==> src/design/one_wire_bus_master_unit_defines.svh <==
// Assertion macros for the one-wire bus master unit.
// Included by the RTL files that carry concurrent assertions; no other dependencies.
`ifndef ONE_WIRE_BUS_MASTER_UNIT_DEFINES_SVH
`define ONE_WIRE_BUS_MASTER_UNIT_DEFINES_SVH
`ifndef SYNTHESIS
`define OWBM_ASSERT(label, clk, rst, prop) \
  label: assert property (@(posedge clk) disable iff (rst) prop) \
    else $error("owbm assertion failed");
`define OWBM_ASSERT_ALWAYS(label, clk, prop) \
  label: assert property (@(posedge clk) prop) \
    else $error("owbm assertion failed");
`else
`define OWBM_ASSERT(label, clk, rst, prop)
`define OWBM_ASSERT_ALWAYS(label, clk, prop)
`endif
`endif

==> src/design/owbm_pkg.sv <==
// Package for the one-wire bus master unit: widths, timer size, opcodes,
// register indexes and the result word layout. No dependencies.
package owbm_pkg;

  localparam int TIMER_BITS = 10;
  localparam int TIMER_MAX  = (1 << TIMER_BITS) - 1;

  localparam int LEN_W      = 10;   // widest timing register
  localparam int SLOT_W     = 7;    // slot timing registers
  localparam int CFG_IDX_W  = 3;
  localparam int CFG_DATA_W = 10;

  localparam int IN_TDATA_W  = 16;
  localparam int IN_TUSER_W  = 3;
  localparam int OUT_TDATA_W = 16;

  localparam logic [1:0] OP_RESET = 2'd0;
  localparam logic [1:0] OP_WRITE = 2'd1;
  localparam logic [1:0] OP_READ  = 2'd2;

  localparam logic [CFG_IDX_W-1:0] REG_RESET_LOW      = 3'd0;
  localparam logic [CFG_IDX_W-1:0] REG_PRESENCE_WAIT  = 3'd1;
  localparam logic [CFG_IDX_W-1:0] REG_RESET_RECOVERY = 3'd2;
  localparam logic [CFG_IDX_W-1:0] REG_WRITE_ONE_LOW  = 3'd3;
  localparam logic [CFG_IDX_W-1:0] REG_WRITE_ZERO_LOW = 3'd4;
  localparam logic [CFG_IDX_W-1:0] REG_WRITE_SLOT     = 3'd5;
  localparam logic [CFG_IDX_W-1:0] REG_READ_LOW       = 3'd6;
  localparam logic [CFG_IDX_W-1:0] REG_READ_SAMPLE    = 3'd7;

  // result word, lowest field last
  typedef struct packed {
    logic       presence;
    logic [7:0] read_byte;
    logic       done_res;
    logic       busy_res;
    logic       drive_low;
  } result_t;

  localparam int RES_W = $bits(result_t);

endpackage

==> src/design/one_wire_bus_master_unit.sv <==
// One-wire bus master unit: top level, bus timing sequencer and output buffer.
// Depends on owbm_pkg and one_wire_bus_master_unit_defines.svh.
`include "one_wire_bus_master_unit_defines.svh"

// Each input word is one microsecond tick of the bus and yields exactly one result
// word. The whole tick (command start, slot timer, bit shifting and line sampling)
// is one combinational update of the sequencer registers, so a word is taken on every
// clock cycle while s_axis_tready is high; its result is registered into a two-entry
// output buffer. The slave side stays ready while at least one entry is free, so one
// stalled result does not stop input. The user must write the timing registers through
// the cfg port only while no command runs; the block itself does not enforce this.
// Commands: reset with presence detect, write byte, read byte, LSB first.
module one_wire_bus_master_unit
  import owbm_pkg::*;
(
  input  logic                   clk,
  input  logic                   rst,
  input  logic                   cfg_wr_en,
  input  logic [CFG_IDX_W-1:0]   cfg_index,
  input  logic [CFG_DATA_W-1:0]  cfg_data,
  input  logic                   s_axis_tvalid,
  output logic                   s_axis_tready,
  // [7:0] write_byte, [8] line_in, [15:9] zero
  input  logic [IN_TDATA_W-1:0]  s_axis_tdata,
  // [0] cmd_valid, [2:1] opcode
  input  logic [IN_TUSER_W-1:0]  s_axis_tuser,
  output logic                   m_axis_tvalid,
  input  logic                   m_axis_tready,
  // [0] drive_low, [1] busy_res, [2] done_res, [10:3] read_byte, [11] presence,
  // [15:12] zero
  output logic [OUT_TDATA_W-1:0] m_axis_tdata
);

  typedef enum logic [3:0] {
    PH_IDLE,
    PH_RST_LOW, PH_RST_WAIT, PH_RST_REC,
    PH_WR_LOW, PH_WR_HIGH,
    PH_RD_LOW, PH_RD_WAIT, PH_RD_REST
  } phase_t;

  // timing registers
  logic [LEN_W-1:0]  reset_low_us, presence_wait_us, reset_recovery_us;
  logic [SLOT_W-1:0] write_one_low_us, write_zero_low_us, write_slot_us;
  logic [SLOT_W-1:0] read_low_us, read_sample_us;

  // sequencer state
  phase_t                phase, phase_next;
  logic [TIMER_BITS-1:0] tick_count, tick_count_next;
  logic [2:0]            bit_index, bit_index_next;
  logic [7:0]            shift_byte, shift_byte_next;
  logic                  presence_flag, presence_flag_next;
  logic [7:0]            read_result, read_result_next;

  // output buffer
  result_t out0, out1, res;
  logic    valid0, valid1;

  logic       cmd_valid, line_in;
  logic [1:0] opcode;
  logic [7:0] write_byte;
  logic       accept, pop;

  assign cmd_valid  = s_axis_tuser[0];
  assign opcode     = s_axis_tuser[2:1];
  assign write_byte = s_axis_tdata[7:0];
  assign line_in    = s_axis_tdata[8];

  assign s_axis_tready = !valid1;
  assign accept        = s_axis_tvalid && s_axis_tready;
  assign m_axis_tvalid = valid0;
  assign pop           = valid0 && m_axis_tready;
  assign m_axis_tdata  = {{(OUT_TDATA_W-RES_W){1'b0}}, out0};

  // timer load for entering phase p; cur is the bit being sent
  function automatic logic [TIMER_BITS-1:0] phase_load(input phase_t p, input logic cur);
    logic [LEN_W-1:0]  len;
    logic [LEN_W-1:0]  load;
    logic [SLOT_W-1:0] wr_low;
    logic [SLOT_W:0]   rd_low;
    wr_low = cur ? write_one_low_us : write_zero_low_us;
    rd_low = {1'b0, read_low_us} + {1'b0, read_sample_us};
    unique case (p)
      PH_RST_LOW:  len = reset_low_us;
      PH_RST_WAIT: len = presence_wait_us;
      PH_RST_REC:  len = reset_recovery_us;
      PH_WR_LOW:   len = LEN_W'(wr_low);
      PH_WR_HIGH:  len = (write_slot_us > wr_low) ? LEN_W'(write_slot_us - wr_low) : '0;
      PH_RD_LOW:   len = LEN_W'(read_low_us);
      PH_RD_WAIT:  len = LEN_W'(read_sample_us);
      PH_RD_REST:  len = ({1'b0, write_slot_us} > rd_low)
                         ? LEN_W'({1'b0, write_slot_us} - rd_low) : '0;
      default:     len = '0;
    endcase
    load = (len == '0) ? '0 : len - LEN_W'(1);
    if (int'(load) > TIMER_MAX) begin
      return TIMER_BITS'(TIMER_MAX);
    end
    return TIMER_BITS'(load);
  endfunction

  always_comb begin
    phase_next         = phase;
    tick_count_next    = tick_count;
    bit_index_next     = bit_index;
    shift_byte_next    = shift_byte;
    presence_flag_next = presence_flag;
    read_result_next   = read_result;
    res                = '0;

    // a command starts on the tick it is taken
    if (phase == PH_IDLE && cmd_valid &&
        (opcode == OP_RESET || opcode == OP_WRITE || opcode == OP_READ)) begin
      bit_index_next  = '0;
      shift_byte_next = (opcode == OP_WRITE) ? write_byte : '0;
      if (opcode == OP_RESET) begin
        phase_next = PH_RST_LOW;
      end else if (opcode == OP_WRITE) begin
        phase_next = PH_WR_LOW;
      end else begin
        phase_next = PH_RD_LOW;
      end
      tick_count_next = phase_load(phase_next, shift_byte_next[0]);
    end

    if (phase_next != PH_IDLE) begin
      res.busy_res  = 1'b1;
      res.drive_low = (phase_next == PH_RST_LOW || phase_next == PH_WR_LOW ||
                       phase_next == PH_RD_LOW);
      if (tick_count_next != '0) begin
        tick_count_next = tick_count_next - TIMER_BITS'(1);
      end else begin
        unique case (phase_next)
          PH_RST_LOW: begin
            phase_next      = PH_RST_WAIT;
            tick_count_next = phase_load(PH_RST_WAIT, 1'b0);
          end
          PH_RST_WAIT: begin
            presence_flag_next = !line_in;
            phase_next         = PH_RST_REC;
            tick_count_next    = phase_load(PH_RST_REC, 1'b0);
          end
          PH_RST_REC: begin
            res.done_res = 1'b1;
            phase_next   = PH_IDLE;
          end
          PH_WR_LOW: begin
            phase_next      = PH_WR_HIGH;
            tick_count_next = phase_load(PH_WR_HIGH, shift_byte_next[bit_index_next]);
          end
          PH_WR_HIGH: begin
            if (bit_index_next == 3'd7) begin
              res.done_res = 1'b1;
              phase_next   = PH_IDLE;
            end else begin
              bit_index_next  = bit_index_next + 3'd1;
              phase_next      = PH_WR_LOW;
              tick_count_next = phase_load(PH_WR_LOW, shift_byte_next[bit_index_next]);
            end
          end
          PH_RD_LOW: begin
            phase_next      = PH_RD_WAIT;
            tick_count_next = phase_load(PH_RD_WAIT, 1'b0);
          end
          PH_RD_WAIT: begin
            if (line_in) begin
              shift_byte_next[bit_index_next] = 1'b1;
            end
            phase_next      = PH_RD_REST;
            tick_count_next = phase_load(PH_RD_REST, 1'b0);
          end
          PH_RD_REST: begin
            if (bit_index_next == 3'd7) begin
              read_result_next = shift_byte_next;
              res.done_res     = 1'b1;
              phase_next       = PH_IDLE;
            end else begin
              bit_index_next  = bit_index_next + 3'd1;
              phase_next      = PH_RD_LOW;
              tick_count_next = phase_load(PH_RD_LOW, 1'b0);
            end
          end
          default: phase_next = PH_IDLE;
        endcase
      end
    end

    res.read_byte = read_result_next;
    res.presence  = presence_flag_next;
  end

  always_ff @(posedge clk) begin
    if (rst) begin
      reset_low_us      <= LEN_W'(500);
      presence_wait_us  <= LEN_W'(80);
      reset_recovery_us <= LEN_W'(300);
      write_one_low_us  <= SLOT_W'(5);
      write_zero_low_us <= SLOT_W'(62);
      write_slot_us     <= SLOT_W'(65);
      read_low_us       <= SLOT_W'(4);
      read_sample_us    <= SLOT_W'(9);
    end else if (cfg_wr_en) begin
      unique case (cfg_index)
        REG_RESET_LOW:      reset_low_us      <= cfg_data;
        REG_PRESENCE_WAIT:  presence_wait_us  <= cfg_data;
        REG_RESET_RECOVERY: reset_recovery_us <= cfg_data;
        REG_WRITE_ONE_LOW:  write_one_low_us  <= cfg_data[SLOT_W-1:0];
        REG_WRITE_ZERO_LOW: write_zero_low_us <= cfg_data[SLOT_W-1:0];
        REG_WRITE_SLOT:     write_slot_us     <= cfg_data[SLOT_W-1:0];
        REG_READ_LOW:       read_low_us       <= cfg_data[SLOT_W-1:0];
        REG_READ_SAMPLE:    read_sample_us    <= cfg_data[SLOT_W-1:0];
        default: ;
      endcase
    end
  end

  always_ff @(posedge clk) begin
    if (rst) begin
      phase         <= PH_IDLE;
      tick_count    <= '0;
      bit_index     <= '0;
      shift_byte    <= '0;
      presence_flag <= 1'b0;
      read_result   <= '0;
    end else if (accept) begin
      phase         <= phase_next;
      tick_count    <= tick_count_next;
      bit_index     <= bit_index_next;
      shift_byte    <= shift_byte_next;
      presence_flag <= presence_flag_next;
      read_result   <= read_result_next;
    end
  end

  // two-entry output buffer, out0 is the head
  always_ff @(posedge clk) begin
    if (rst) begin
      valid0 <= 1'b0;
      valid1 <= 1'b0;
    end else begin
      if (pop && accept) begin
        if (valid1) begin
          out0 <= out1;
          out1 <= res;
        end else begin
          out0 <= res;
        end
      end else if (pop) begin
        out0   <= out1;
        valid0 <= valid1;
        valid1 <= 1'b0;
      end else if (accept) begin
        if (!valid0) begin
          out0   <= res;
          valid0 <= 1'b1;
        end else begin
          out1   <= res;
          valid1 <= 1'b1;
        end
      end
    end
  end

  `OWBM_ASSERT(a_idle_timer_clear, clk, rst, (phase == PH_IDLE) |-> (tick_count == '0))
  `OWBM_ASSERT(a_timer_counts_down, clk, rst, (accept && phase != PH_IDLE && tick_count != '0) |=> (tick_count == $past(tick_count) - TIMER_BITS'(1) && phase == $past(phase)))
  `OWBM_ASSERT(a_done_implies_busy, clk, rst, (accept && res.done_res) |-> res.busy_res)
  `OWBM_ASSERT(a_buffer_fills, clk, rst, (accept && !pop && valid0) |=> valid1)
  `OWBM_ASSERT_ALWAYS(a_buffer_order, clk, valid1 |-> valid0)

endmodule

==> config.mk <==
export PLATFORM = sky130hd
export DESIGN_NAME = one_wire_bus_master_unit
export DESIGN_NICKNAME = d
export VERILOG_FILES = /design/src/design/owbm_pkg.sv /design/src/design/one_wire_bus_master_unit.sv
export VERILOG_INCLUDE_DIRS = /design/src /design/src/design
export SDC_FILE = /design/constraint.sdc
export NUM_CORES = 1
export LEC_CHECK = 0
export BUFFER_PORTS_ARGS = -buffer_cell sky130_fd_sc_hd__buf_4
export CELL_PAD_IN_SITES_DETAIL_PLACEMENT = 2
export CELL_PAD_IN_SITES_GLOBAL_PLACEMENT = 2
export CORE_ASPECT_RATIO = 1.25
export CORE_MARGIN = 2
export CORE_UTILIZATION = 39
export CTS_BUF_LIST = sky130_fd_sc_hd__clkbuf_4 sky130_fd_sc_hd__clkbuf_8
export CTS_CLUSTER_DIAMETER = 150
export DETAILED_ROUTE_END_ITERATION = 16
export PLACE_DENSITY = 0.95
export SLEW_MARGIN = 20
export SYNTH_ARGS = -nofsm -noshare
export SYNTH_HDL_FRONTEND = slang
export SYNTH_SLANG_ARGS = --single-unit
export TNS_END_PERCENT = 20
==> constraint.sdc <==
create_clock -name clk -period 7.35 [get_ports clk]
set_input_delay 0.3675 -clock clk [delete_from_list [all_inputs] [get_ports clk]]
set_output_delay 0.3675 -clock clk [all_outputs]
set_load 0.005 [all_outputs]
# Word-level counts from Yosys, hierarchy flattened
# Cells that the tools add are included.
# word_totals
input_bits,37
elab_cells,218
reg_bits,125
# op_classes
mux,97
bitwise_logic,3
eq_ne,29
order_cmp,6
addsub,14
reduce_logical,43
# op_table
op,count
two-way mux 10 bit,40
two-way mux 12 bit,10
"subtractor 10 x 1 -> 10 bit, second input constant",9
zero test 10 bit,8
two-way mux 8 bit,10
one-hot mux 10 bit (8 select lines),1
one-hot mux 10 bit (7 select lines),1
"equality test 4 x 3 -> 1 bit, second input constant",8
one-hot mux 4 bit (7 select lines),1
two-way mux 3 bit,9
two-way mux 7 bit,3
AND reduction 2 bit,9
"equality test 4 x 2 -> 1 bit, second input constant",4
two-way mux 4 bit,4
subtractor 7 x 7 -> 8 bit,2
"equality test 3 bit, second input constant",5
greater-than comparator 7 bit,2
two-way mux 1 bit,13
nonzero test 10 bit,1
subtractor 7 x 8 -> 9 bit,1
adder 7 x 7 -> 8 bit,1
"equality test 4 x 1 -> 1 bit, second input constant",2
"equality test 4 bit, second input constant",2
greater-than comparator 7 x 8 -> 1 bit,1
other kinds (28),45

# Longest topological paths before layout
# depth
ltp_word,20
ltp_mapped,25
ltp_nobuf,23

# Worst setup path before layout
# No wires, ideal clock.
# synth_path
path_type,input to register
startpoint,input port s_axis_tuser[1]
endpoint,register tick_count[8]
setup_ns,0.134
n_path_buf,3
cell_stages,23
arrival_ns,5.603
setup_slack_ns,1.613
required_ns,7.216
path_cell_list,clkbuf_1 -> a21bo_2 -> or3_1 -> clkbuf_1 -> clkbuf_1 -> nand2_1 -> o21ai_0 -> mux4_2 -> mux2i_1 -> mux2_1 -> ha_1 -> inv_1 -> fa_1 -> a21o_1 -> a22oi_1 -> a211oi_1 -> nand2b_1 -> ha_1 -> nand2_1 -> a21oi_1 -> or4_1 -> nand3_1 -> a211oi_1
# synth_between
elab_chain_len,19
# synth_rtl
item,line_no,source
"start, declared",one_wire_bus_master_unit.sv:26,"input logic [IN_TUSER_W-1:0] s_axis_tuser,"
branches (longest 18 deep; another with subtractor 10 x 1 -> 10 bit),-,
two-way mux 10 bit (*),one_wire_bus_master_unit.sv:125,if (phase_next != PH_IDLE) begin
"end signal, assigned",one_wire_bus_master_unit.sv:226,tick_count <= tick_count_next;
"end, declared",one_wire_bus_master_unit.sv:48,"logic [TIMER_BITS-1:0] tick_count, tick_count_next;"
# Mark *: on every way between the ends. The select of a mux whose other input is x is not followed.
# A chain may end at the register's enable or synchronous reset.

# Final worst setup path
# layout_path
startpoint,register phase[1]
endpoint,register tick_count[1]
# layout_between
elab_chain_len,18
# layout_rtl
item,line_no,source
"start, declared",one_wire_bus_master_unit.sv:47,"phase_t phase, phase_next;"
"start signal, assigned",one_wire_bus_master_unit.sv:225,phase <= phase_next;
branches (longest 17 deep; another with subtractor 7 x 7 -> 8 bit),-,
two-way mux 10 bit (*),one_wire_bus_master_unit.sv:125,
# Marks and branches as above.

==> results.json <==
{
  "outcome": "finished, final reports clean",
  "path_class": "flop to flop",
  "setup_tns_ns": 0,
  "powerDensity_nw_per_um2": 231.7,
  "drtIter0Drc": 794,
  "holdCritStartpoint": "m_axis_tready",
  "io_pins": 55,
  "place.gp.congestion": 0.9229,
  "p_leak_nw": 3.987,
  "hold_class": "primary input to flop",
  "die_x_um": 144.5,
  "synthArstFlopShare_pct": 0,
  "synth.avg_cell_area_um2": 7.965,
  "r2r-end": "tick_count[1]$_SDFFE_PP0P_",
  "cp-start-kind": "flop",
  "core_um2": 24340,
  "yosysSeqAreaShare_pct": 28.48,
  "diodes": 0,
  "holdPathEnd": "valid1$_SDFFE_PP0P_",
  "floorplan.initialDensity_pct": 39.56,
  "cts-hold-fix-buffers": 0,
  "drc": 0,
  "ir_drop_v": 0.0001119,
  "setup_viol": 0,
  "dp_hpwl_um": 31750,
  "clock_latency_ns": 0.51,
  "cts-resized-gates": 0,
  "ys_types": 94,
  "startpoint": "phase[1]$_SDFFE_PP0P_",
  "h-tree-depth": 4,
  "fmax_ghz": 0.1447,
  "max-clock-path-buffers": 2,
  "crit_required_ns": 7.71,
  "wire_per_inst_um": 29.40,
  "post-route-period-util_pct": 94.00,
  "arrival_ns": 7.27,
  "grt_pass1_wl_um": 69440,
  "crit_fanout": 18,
  "synth_cells": 1209,
  "io_buffers": 43,
  "cts_sinks": 125,
  "first_pass_iters": 6,
  "grt_max_degree": 61,
  "synth_edf_count": 24,
  "die-area_um2": 25970,
  "r2r_setup_slack_ns": 0.44,
  "drive_above_1_share_pct": 12.29,
  "nNetsFinal": 1302,
  "syn_area_um2": 9629,
  "first_global_vias": 11340,
  "maxSlewHeadroom_pct": 24.53,
  "hold_path_depth": 2,
  "yosysWarnings": 0,
  "rows": 64,
  "hold_ws_ns": 0.07246,
  "ctsRootBufferMaster": "clkbuf_8",
  "worst_slew_pin_slew_ns": 1.117,
  "finalHoldViolCount": 0,
  "synth_seq_cells": 125,
  "cts_tree": "yes",
  "yosys_most_used_dff": "dfxtp_1",
  "antenna_found_initial": 0,
  "postCtsSetupRepairBufs": 0,
  "r2r_cells": 16,
  "overflow": 0,
  "setup.worst_path.end_class": "flop",
  "die_h_um": 179.7,
  "routed_wl_um": 46080,
  "vias": 10530,
  "maxCapViolations": 0,
  "slew_viol_final": 0,
  "area_growth_pct": 11.11,
  "clk_pin_slew_ns": 0.09,
  "cts-buffers-inserted": 17,
  "rsz0062_at_grt": "false",
  "antenna_left": 0,
  "via_per_inst": 6.717,
  "grt_use_total_pct": 35.18,
  "fin_crit_ns": 6.909,
  "skew_ns": 0.01901,
  "worstReg2RegStart": "phase[1]$_SDFFE_PP0P_"
}
## cells in the mapped netlist, drive strengths merged (6+ instances only)
cell type  number  area share, %
or2            12           0.78
a211o          22            2.0
mux2           23            3.0
a221oi          9           0.82
o21ai          44            2.4
edfxtp         24            7.5
o221ai          6           0.55
and3            6           0.39
nand2         158            6.2
o21a            8           0.62
or3             7           0.45
buf            15           0.84
nand4           9           0.58
nor2          115            4.5
dfxtp         101             21
o31ai          12           0.94
clkbuf         53            2.1
o211ai         12           0.94
a21oi          78            4.1
nor4           13            1.1
nand3b         11           0.86
inv            34            1.3
o22ai          13           0.84
nor3           62            3.4
nand3          27            1.4
nor2b          27            1.8
or4             9           0.74
mux2i          46            4.8
nor3b          10           0.78
a31oi          11           0.71
xor2           20            1.8
o311ai          9           0.82
and2            6           0.39
xnor2          23            2.1
ha             38            4.9
a21o           15            1.2
a211oi         28            2.2
nand2b         16            1.0
## layout make-up
cell class                      count  area (um^2)
Multi-Input combinational cell    984         6524
Inverter                           35        131.4
Tap cell                          330        412.9
Fill cell                        2771        13640
Clock buffer                       19        255.2
Sequential cell                   125         2743
Timing Repair Buffer               61        457.9
Clock inverter                     13        175.2
## report_power, final
part | total (mW) | leakage [nW] | internal (mW) | switching [mW]
clock | 0.722 | 0.222 | 0.357 | 0.366
sequential | 0.806 | 1.06 | 0.742 | 0.0639
combinational | 0.951 | 2.70 | 0.309 | 0.642
## metrics by stage
step	area, um^2	total power [mW]	worst slack [ns]	util (%)	std cells
4_1_cts	10680	2.440	0.6689	43.87	1567
2_1_floorplan	9641	1.389	1.613	-	1212
5_1_grt	10700	2.553	0.3245	43.95	1567
3_3_place_gp	10250	1.640	1.174	42.11	1535
3_5_place_dp	10250	1.701	0.8805	42.11	1535
6_report	10700	2.479	0.4412	43.95	1567
## worst max path at each step
stage                                      end
floorplan           tick_count[8]$_SDFFE_PP0P_
global placement    tick_count[1]$_SDFFE_PP0P_
detailed placement  tick_count[1]$_SDFFE_PP0P_
CTS                 tick_count[1]$_SDFFE_PP0P_
global route        tick_count[1]$_SDFFE_PP0P_
finish              tick_count[1]$_SDFFE_PP0P_
## kinds of logic after synthesis
family	count (synthesis)	share of synthesized area (%)
other	1	0.03894
AND/OR/NAND/NOR	502	25.60
flip-flops	125	28.48
buffers and inverters	103	4.288
AO/OA/AOI/OAI	320	23.13
multiplexers	74	8.992
XOR/XNOR	43	3.911
adder cells (fa/ha/maj)	41	5.561
## metal layers
metal | track usage, % | vias up | part of all wire (%)
li1 | - | 4477 | -
met3 | 6.020 | 265 | 5.5
met2 | 60.82 | 535 | 50
met1 | 37.90 | 5248 | 36
met5 | 0 | - | 0
met4 | 25.79 | 0 | 8.4
## cell usage in the layout, fill, tap and decap left out, types with 9 or more instances in the layout
| cell | instances |
|---|---|
| a21o_1 | 15 |
| nand2_1 | 158 |
| mux2i_1 | 46 |
| nand3b_1 | 11 |
| xnor2_1 | 23 |
| a211o_1 | 22 |
| mux2_4 | 9 |
| nand2b_1 | 16 |
| a31oi_1 | 11 |
| o31ai_1 | 12 |
| dfxtp_1 | 101 |
| edfxtp_1 | 24 |
| o211ai_1 | 12 |
| inv_1 | 33 |
| nor4_1 | 11 |
| nor3_1 | 57 |
| nor2b_1 | 27 |
| buf_4 | 61 |
| mux2_2 | 12 |
| o21ai_0 | 35 |
| ha_1 | 38 |
| nor2_1 | 115 |
| a221oi_1 | 9 |
| nor3b_1 | 9 |
| o22ai_1 | 13 |
| nand4_1 | 9 |
| a21oi_1 | 78 |
| nand3_1 | 27 |
| clkbuf_8 | 18 |
| a211oi_1 | 26 |
| xor2_1 | 20 |
## critical path, cell delays in order (launching register included)
cell and delay (ns):
dfxtp_1 0.48, or2_1 0.39, or3_1 0.70, nand2_1 0.31
inv_1 0.11, ha_1 0.50, mux4_2 0.56, mux4_2 0.69
mux2i_1 0.33, ha_1 0.34, or3b_2 0.54, nor4_1 0.28
a2111oi_1 0.22, a2111oi_0 0.61, o221ai_1 0.33, a21oi_1 0.23
o22ai_1 0.11
## registers in the layout, indices dropped and copies added (netlist names)
signal,count
out1,12
m_axis_tvalid,1
reset_recovery_us,10
read_sample_us,7
valid1,1
m_axis_tdata,12
shift_byte,8
write_slot_us,7
bit_index,3
read_low_us,7
write_zero_low_us,7
presence_wait_us,10
tick_count,10
write_one_low_us,7
read_result,8
phase,4
presence_flag,1
reset_low_us,10
Power figures use the tool's default switching activity.
